[src/rtl/core/pdhg_pkg.sv]
// Shared types and constants for the pointer drag-and-hold gesture block.
// No dependencies; every module of the block imports this package.
`timescale 1ns / 1ps

package pdhg_pkg;

  // Field widths
  localparam int POS_W      = 16;
  localparam int TIME_W     = 48;
  localparam int THRESH_W   = 16;
  localparam int HOLD_W     = 32;
  localparam int DIR_W      = 2;
  localparam int CFG_IDX_W  = 2;
  localparam int CFG_DATA_W = 32;

  // Stream words, padded to whole bytes
  localparam int IN_TDATA_W  = 88;
  localparam int OUT_TDATA_W = 40;

  // Configuration register indexes
  localparam logic [CFG_IDX_W-1:0] REG_GESTURE_ENABLE = 2'd0;
  localparam logic [CFG_IDX_W-1:0] REG_MOVE_THRESHOLD = 2'd1;
  localparam logic [CFG_IDX_W-1:0] REG_HOLD_TIME_US   = 2'd2;

  // Configuration reset values
  localparam logic                RST_GESTURE_ENABLE = 1'b1;
  localparam logic [THRESH_W-1:0] RST_MOVE_THRESHOLD = 16'd20;
  localparam logic [HOLD_W-1:0]   RST_HOLD_TIME_US   = 32'd2000000;

  // Direction codes
  localparam logic signed [DIR_W-1:0] DIR_NONE = 2'sb00;
  localparam logic signed [DIR_W-1:0] DIR_POS  = 2'sb01;
  localparam logic signed [DIR_W-1:0] DIR_NEG  = 2'sb11;

  // One pointer sample
  typedef struct packed {
    logic [TIME_W-1:0]       time_us;
    logic                    middle_down;
    logic                    right_down;
    logic signed [POS_W-1:0] pos_y;
    logic signed [POS_W-1:0] pos_x;
  } pdhg_sample_t;

  // Drag gesture outcome for one sample
  typedef struct packed {
    logic                    fire;
    logic signed [DIR_W-1:0] dx;
    logic signed [DIR_W-1:0] dy;
  } pdhg_gest_t;

endpackage

[src/rtl/core/pdhg_drag.sv]
// Middle-button drag recognizer: anchor, move detection and release directions.
// Depends on pdhg_pkg for the sample and gesture result types.
`timescale 1ns / 1ps

module pdhg_drag (
  input  logic                           clk,
  input  logic                           rst,
  input  logic                           advance,
  input  logic                           enable,
  input  logic [pdhg_pkg::THRESH_W-1:0]  threshold,
  input  pdhg_pkg::pdhg_sample_t         sample,
  output pdhg_pkg::pdhg_gest_t           gest
);
  import pdhg_pkg::*;

  logic                  drag_active;
  logic                  moved_past;
  logic signed [POS_W-1:0] anchor_x;
  logic signed [POS_W-1:0] anchor_y;

  logic signed [POS_W:0] dist_x;
  logic signed [POS_W:0] dist_y;
  logic [POS_W:0]        mag_x;
  logic [POS_W:0]        mag_y;
  logic                  over_x;
  logic                  over_y;
  logic signed [DIR_W-1:0] dir_x;
  logic signed [DIR_W-1:0] dir_y;
  logic                  release_fire;

  // Offsets from the anchor need one extra bit
  assign dist_x = {sample.pos_x[POS_W-1], sample.pos_x} - {anchor_x[POS_W-1], anchor_x};
  assign dist_y = {sample.pos_y[POS_W-1], sample.pos_y} - {anchor_y[POS_W-1], anchor_y};
  assign mag_x  = dist_x[POS_W] ? -dist_x : dist_x;
  assign mag_y  = dist_y[POS_W] ? -dist_y : dist_y;
  assign over_x = mag_x > {1'b0, threshold};
  assign over_y = mag_y > {1'b0, threshold};
  assign dir_x  = over_x ? (dist_x[POS_W] ? DIR_NEG : DIR_POS) : DIR_NONE;
  assign dir_y  = over_y ? (dist_y[POS_W] ? DIR_NEG : DIR_POS) : DIR_NONE;

  assign release_fire = enable && drag_active && !sample.middle_down && moved_past &&
                        (over_x || over_y);

  assign gest.fire = release_fire;
  assign gest.dx   = release_fire ? dir_x : DIR_NONE;
  assign gest.dy   = release_fire ? dir_y : DIR_NONE;

  always_ff @(posedge clk) begin
    if (rst) begin
      drag_active <= 1'b0;
      moved_past  <= 1'b0;
    end else if (advance) begin
      if (!enable) begin
        drag_active <= 1'b0;
        moved_past  <= 1'b0;
      end else if (!drag_active) begin
        if (sample.middle_down) begin
          drag_active <= 1'b1;
          moved_past  <= 1'b0;
        end
      end else if (!sample.middle_down) begin
        drag_active <= 1'b0;
        moved_past  <= 1'b0;
      end else if (over_x || over_y) begin
        moved_past <= 1'b1;
      end
    end
  end

  // Anchor latches on press; it is only read while a drag is active
  always_ff @(posedge clk) begin
    if (advance && enable && !drag_active && sample.middle_down) begin
      anchor_x <= sample.pos_x;
      anchor_y <= sample.pos_y;
    end
  end

endmodule

[src/rtl/core/pointer_drag_and_hold_gesture.sv]
// Pointer drag-and-hold gesture recognizer, top level.
// Depends on pdhg_pkg and pdhg_drag.
//
//   channel   | direction | contents
//   ----------+-----------+-------------------------------------------------
//   s_axis    | in        | one pointer sample per transfer
//   m_axis    | out       | one result per sample (hold and gesture fields)
//   cfg       | in        | register writes: enable, threshold, hold time
//
// An input transfer reaches its result on m_axis through the sample register
// and then the result register. One sample per cycle is sustained while
// m_axis does not stall; the limit is the single 48-bit elapsed-time subtract and
// compare between the sample register and the result register.
// rst is synchronous; it clears both valid flags and the button and drag state,
// and returns the configuration registers to their reset values. When m_axis
// stalls the result register holds, the sample register fills, and
// s_axis_tready then drops.
`timescale 1ns / 1ps

module pointer_drag_and_hold_gesture (
  input  logic                              clk,
  input  logic                              rst,
  input  logic                              s_axis_tvalid,
  output logic                              s_axis_tready,
  // [15:0] pos_x, [31:16] pos_y, [32] right_down, [33] middle_down,
  // [81:34] time_us, [87:82] zero
  input  logic [pdhg_pkg::IN_TDATA_W-1:0]   s_axis_tdata,
  output logic                              m_axis_tvalid,
  input  logic                              m_axis_tready,
  // [0] hold_event, [16:1] hold_x, [32:17] hold_y, [33] gesture_event,
  // [35:34] gesture_dx, [37:36] gesture_dy, [39:38] zero
  output logic [pdhg_pkg::OUT_TDATA_W-1:0]  m_axis_tdata,
  input  logic                              cfg_we,
  input  logic [pdhg_pkg::CFG_IDX_W-1:0]    cfg_index,
  input  logic [pdhg_pkg::CFG_DATA_W-1:0]   cfg_data
);
  import pdhg_pkg::*;

  // Configuration registers
  logic                gesture_enable;
  logic [THRESH_W-1:0] move_threshold;
  logic [HOLD_W-1:0]   hold_time_us;

  // Sample register
  logic         s1_valid;
  pdhg_sample_t s1_sample;
  pdhg_sample_t in_sample;
  logic         s1_advance;
  logic         out_ready;

  // Right-button hold state
  logic              right_held;
  logic              hold_fired;
  logic [TIME_W-1:0] right_press_time;
  logic [TIME_W-1:0] elapsed;
  logic              hold_fire;

  pdhg_gest_t gest;

  // Result register
  logic                    res_hold_event;
  logic signed [POS_W-1:0] res_hold_x;
  logic signed [POS_W-1:0] res_hold_y;
  pdhg_gest_t              res_gest;

  // Configuration writes; index 3 is ignored
  always_ff @(posedge clk) begin
    if (rst) begin
      gesture_enable <= RST_GESTURE_ENABLE;
      move_threshold <= RST_MOVE_THRESHOLD;
      hold_time_us   <= RST_HOLD_TIME_US;
    end else if (cfg_we) begin
      case (cfg_index)
        REG_GESTURE_ENABLE: gesture_enable <= cfg_data[0];
        REG_MOVE_THRESHOLD: move_threshold <= cfg_data[THRESH_W-1:0];
        REG_HOLD_TIME_US:   hold_time_us   <= cfg_data[HOLD_W-1:0];
        default: ;
      endcase
    end
  end

  // Handshake: the sample register advances whenever the result register
  // is empty or being drained this cycle
  assign out_ready     = !m_axis_tvalid || m_axis_tready;
  assign s1_advance    = s1_valid && out_ready;
  assign s_axis_tready = !s1_valid || out_ready;

  assign in_sample = s_axis_tdata[$bits(pdhg_sample_t)-1:0];

  always_ff @(posedge clk) begin
    if (rst) begin
      s1_valid <= 1'b0;
    end else if (s_axis_tready) begin
      s1_valid <= s_axis_tvalid;
    end
  end

  always_ff @(posedge clk) begin
    if (s_axis_tvalid && s_axis_tready) begin
      s1_sample <= in_sample;
    end
  end

  // Elapsed time wraps modulo 2^48; never checked on the press sample itself
  assign elapsed   = s1_sample.time_us - right_press_time;
  assign hold_fire = s1_sample.right_down && right_held && !hold_fired &&
                     (elapsed >= {{(TIME_W-HOLD_W){1'b0}}, hold_time_us});

  always_ff @(posedge clk) begin
    if (rst) begin
      right_held <= 1'b0;
      hold_fired <= 1'b0;
    end else if (s1_advance) begin
      if (s1_sample.right_down) begin
        if (!right_held) begin
          right_held <= 1'b1;
          hold_fired <= 1'b0;
        end else if (hold_fire) begin
          hold_fired <= 1'b1;
        end
      end else begin
        right_held <= 1'b0;
        hold_fired <= 1'b0;
      end
    end
  end

  // Press time only matters while right_held is set
  always_ff @(posedge clk) begin
    if (s1_advance && s1_sample.right_down && !right_held) begin
      right_press_time <= s1_sample.time_us;
    end
  end

  pdhg_drag u_drag (
    .clk       (clk),
    .rst       (rst),
    .advance   (s1_advance),
    .enable    (gesture_enable),
    .threshold (move_threshold),
    .sample    (s1_sample),
    .gest      (gest)
  );

  // Result register: load on advance, drop valid once drained
  always_ff @(posedge clk) begin
    if (rst) begin
      m_axis_tvalid <= 1'b0;
    end else if (out_ready) begin
      m_axis_tvalid <= s1_valid;
    end
  end

  always_ff @(posedge clk) begin
    if (s1_advance) begin
      res_hold_event <= hold_fire;
      res_hold_x     <= hold_fire ? s1_sample.pos_x : '0;
      res_hold_y     <= hold_fire ? s1_sample.pos_y : '0;
      res_gest       <= gest;
    end
  end

  assign m_axis_tdata = {2'b00, res_gest.dy, res_gest.dx, res_gest.fire,
                         res_hold_y, res_hold_x, res_hold_event};

`ifndef SYNTH
  // A quiet hold result carries no position
  assert property (@(posedge clk) disable iff (rst)
    m_axis_tvalid && !res_hold_event |-> (res_hold_x == '0) && (res_hold_y == '0))
    else $error("hold position set without hold event");

  // A fired hold is remembered so it cannot fire again during this press
  assert property (@(posedge clk) disable iff (rst)
    s1_advance && hold_fire |=> hold_fired && right_held)
    else $error("hold fired but hold state not recorded");

  // A completed gesture always points somewhere
  assert property (@(posedge clk) disable iff (rst)
    m_axis_tvalid && res_gest.fire |-> (res_gest.dx != DIR_NONE) || (res_gest.dy != DIR_NONE))
    else $error("gesture event with no direction");

  // An empty result register never blocks the input side
  assert property (@(posedge clk) disable iff (rst)
    !m_axis_tvalid |-> s_axis_tready)
    else $error("input stalled with empty result register");
`endif

endmodule

[config.mk]
export PLATFORM = sky130hd
export DESIGN_NAME = pointer_drag_and_hold_gesture
export DESIGN_NICKNAME = d
export VERILOG_FILES = /design/src/rtl/core/pdhg_pkg.sv /design/src/rtl/core/pdhg_drag.sv /design/src/rtl/core/pointer_drag_and_hold_gesture.sv
export SDC_FILE = /design/constraint.sdc
export NUM_CORES = 1
export LEC_CHECK = 0
export BUFFER_PORTS_ARGS = -buffer_cell sky130_fd_sc_hd__buf_4
export CAP_MARGIN = 30
export CORE_AREA = 2 2 200 202
export DETAILED_ROUTE_END_ITERATION = 12
export DIE_AREA = 0 0 202 204
export GPL_TIMING_DRIVEN = 0
export PLACE_DENSITY = 0.57
export SLEW_MARGIN = 25
export SYNTH_ARGS = -nofsm -noshare
export SYNTH_HDL_FRONTEND = slang
export SYNTH_SLANG_ARGS = --single-unit
[constraint.sdc]
create_clock -name clk -period 4.8 [get_ports clk]
set_clock_uncertainty 0.15 [all_clocks]
set_input_delay 0.72 -clock clk [delete_from_list [all_inputs] [get_ports clk]]
set_output_delay 0.72 -clock clk [all_outputs]
set_load 0.02 [all_outputs]
==> impl_metrics.toml <==
[synth]
synth_edf_count = 200
ys.flop_type = "edfxtp_1"
yosysWarnings = 0
synthDistinctLibCells = 83
netlist_area_um2 = 15500
syn_inst = 1548
syn_avg_cell_area_um2 = 9.99
synthArstFlopShare_pct = 0
seq_area_frac_synth_pct = 46.0
ys_ff_latch = 255

[clock_tree]
clock_path_buffers = 3
path_clk_slew_ns = 0.06
cts_buffers = 29
insertion_delay_ns = 0.55
clockRootBuffer = "clkbuf_16"
cts_sinks = 255
htree_levels = 1
cts_tree = "built"

[placement]
numPortBuffers = 160
gp_congestion = 0.856
hpwlAfterDp_um = 29300

[layout]
utilization_pct = 48.9
syn_to_final_growth_pct = 24.0
nets = 2053
insertedDiodeCount = 0
drive_gt1_share_pct = 20.5

[pwr]
p_seq_share_pct = 41.6
combPwrFrac_pct = 22.7
switching_share_pct = 28.0
clkPwrFrac_pct = 35.7
power_density_nw_per_um2 = 318
power.leakage_uw = 0.00777
p_switching_uw = 1710
internal-power_uw = 4390
finalPower_uw = 6090
irDropWorstVdd_mv = 0.267

[worst_setup_path]
endpoint_kind = "flip-flop"
cpMaxStageDelayCell = "o31ai_2"
cpMostUsedCell = "nand3_2"
cp.required_ns = 4.96
startpoint_type = "flip-flop"
arrival_ns = 5.52
cp_num_buf_inv = 5
path_max_fanout = 10
cp_top_family = "compound AO/OA/AOI/OAI gates"
crit_type = "reg -> reg"
slowest_delay_ns = 0.42

[floorplan]
ioPinCount = 169
rows = 73
die_w_um = 202
start_util_pct = 39.5
dieHeight_um = 204
die_area_um2 = 41200
core-area_um2 = 39200

[timing]
setup_ws_ns = -0.561
finalHoldViolCount = 0
drv_slew = 0
finalCritPeriodShare_pct = 112
rsz0062_at_grt = "true"
holdWs_ns = 0.186
setup_viol = 35
timing.fmax_mhz = 187
max_slew_margin_pct = 38.0
tightestPinTransition_ns = 0.922
fin_crit_ns = 5.36

[global_routing]
grt_max_degree = 47
gr-usage-all-layers_pct = 18.1
grt_pass1_wl_um = 60500
grt.met1_usage_pct = 23.2
antenna_found_initial = 0
overflow = 0
met3_usage_pct = 2.49
global_route.usage.met2_pct = 31.8
first_global_vias = 11727
globalRoute.busiestLayer = "met2"

[route]
vias = 11970
vias_per_cell = 5.15
post_drt_wl_per_cell_um = 16.4
ant_nets = 0
drt-total-wl_um = 38100
firstDrtPassIters = 5
drtIter0Drc = 606
drc = 0

[min_path]
min-delay-path-class = "in -> reg"

[flow_run]
maxCapViolCount = 0

[outcome]
violations = "setup timing"
status = "finished, violations left"
[worst paths after layout]
kind | startpoint | end | slack (ns) | cells past startpoint
setup / recovery | s1_sample[34] | res_hold_x[10] | -0.56 | 26
hold / removal | s_axis_tdata[25] | s1_sample[25] | 0.19 | 1
setup reg to reg | s1_sample[34] | res_hold_x[10] | -0.56 | 26
hold reg to reg | s1_sample[79] | right_press_time[45] | 0.30 | 0
[stage by stage]
| step | setup slack (ns) | cell area (µm²) | instances | TNS (ns) |
|---|---|---|---|---|
| finish | -0.561 | 19200 | 2324 | -17.65 |
| global route | -0.792 | 19200 | 2324 | -26.40 |
| CTS | -0.626 | 18900 | 2318 | -19.79 |
| detailed placement | -1.63 | 17500 | 2240 | -56.47 |
| global placement | -1.73 | 17400 | 2234 | -94.57 |
| floorplan | -0.175 | 15500 | 1549 | -4.63 |
[cell usage after synthesis, drive strengths merged, types with 31 or more instances]
library cell	n	area (µm²)
xor2	37	324
edfxtp	200	6010
a21oi	142	714
nor2	86	325
inv	155	582
xnor2	48	420
clkbuf	39	146
a21o	31	233
and2	40	250
nand4	31	194
dfxtp	55	1100
nand2	163	612
ha	145	1810
o21ai	59	295
[metal layers]
layer  part of all wire, %  vias to the layer above  wire [µm]
li1                      -                     6059          -
met3                   3.4                       56       1310
met2                    49                      233      18600
met1                    45                     5622      17100
met4                   2.8                        0       1080
met5                     0                        -          0
[sequential cells by signal (all words and copies together), names as in the netlist]
register,flops
u_drag.moved_past,1
right_held,1
s1_sample,82
hold_fired,1
u_drag.anchor_x,16
right_press_time,48
res_hold_event,1
hold_time_us,32
u_drag.anchor_y,16
gesture_enable,1
m_axis_tvalid,1
move_threshold,16
res_hold_y,16
u_drag.drag_active,1
m_axis_tdata,5
s1_valid,1
res_hold_x,16
[cell families (layout without fill, tap and decap cells)]
kind of cell / count (synthesis) / in the layout / share of synthesized area (%)
AOI/OAI and AO/OA: 392 / 392 / 17.1
xor gates and xnor gates: 85 / 85 / 4.82
adders and majority gates: 148 / 148 / 12.1
buffers and inverters: 209 / 459 / 5.23
DFF: 255 / 255 / 46.0
muxes: 6 / 6 / 0.397
other: 1 / 2 / 0.0243
and+or+nand+nor: 452 / 452 / 14.4
[repair_timing]
| item | 4_1_cts | 5_1_grt |
|---|---|---|
| hold buffers | 0 | 0 |
| resized for setup | 65 | 41 |
| endpoints found under the hold margin | 0 | 0 |
| endpoints found under the setup margin | 40 | 40 |
| setup buffers | 26 | 12 |
| pin swaps | 44 | 23 |
[power by group through the flow]
stage | sequential, µW | clock [µW] | combinational (µW)
6_report | 2540 | 2170 | 1380
4_1_cts | 2540 | 2250 | 1330
3_3_place_gp | 2590 | 0 | 1210
2_1_floorplan | 2590 | 0 | 871
3_5_place_dp | 2580 | 0 | 1250
5_1_grt | 2550 | 2330 | 1540
[area by class of cell]
cell class              instances  area (µm²)
plain buffers                  48         246
clock buffers                  34         764
clock inverters                18         173
fillers                      3689       20000
inverters                     155         582
multi-input cells            1085        8040
flip-flops and latches        255        7110
well taps                     525         657
repair buffers                204        1610
[placed cells by master, fill, tap and decap left out, types with 8 or more instances in the layout]
cell type / count
buf_4: 200
edfxtp_1: 200
nand2_1: 161
inv_1: 152
ha_1: 138
a21oi_1: 131
nor2_1: 79
dfxtp_1: 55
o21ai_0: 48
xnor2_1: 45
and2_1: 39
xor2_1: 36
clkbuf_1: 34
nand4_1: 31
a21o_1: 31
clkbuf_16: 29
o21a_1: 23
nor3_1: 20
nand3_1: 20
nor2b_1: 16
o211ai_1: 14
a211o_1: 14
a31oi_1: 12
a21oi_2: 10
nand2b_1: 9
and3_1: 8
Power figures use the tool's default switching activity.
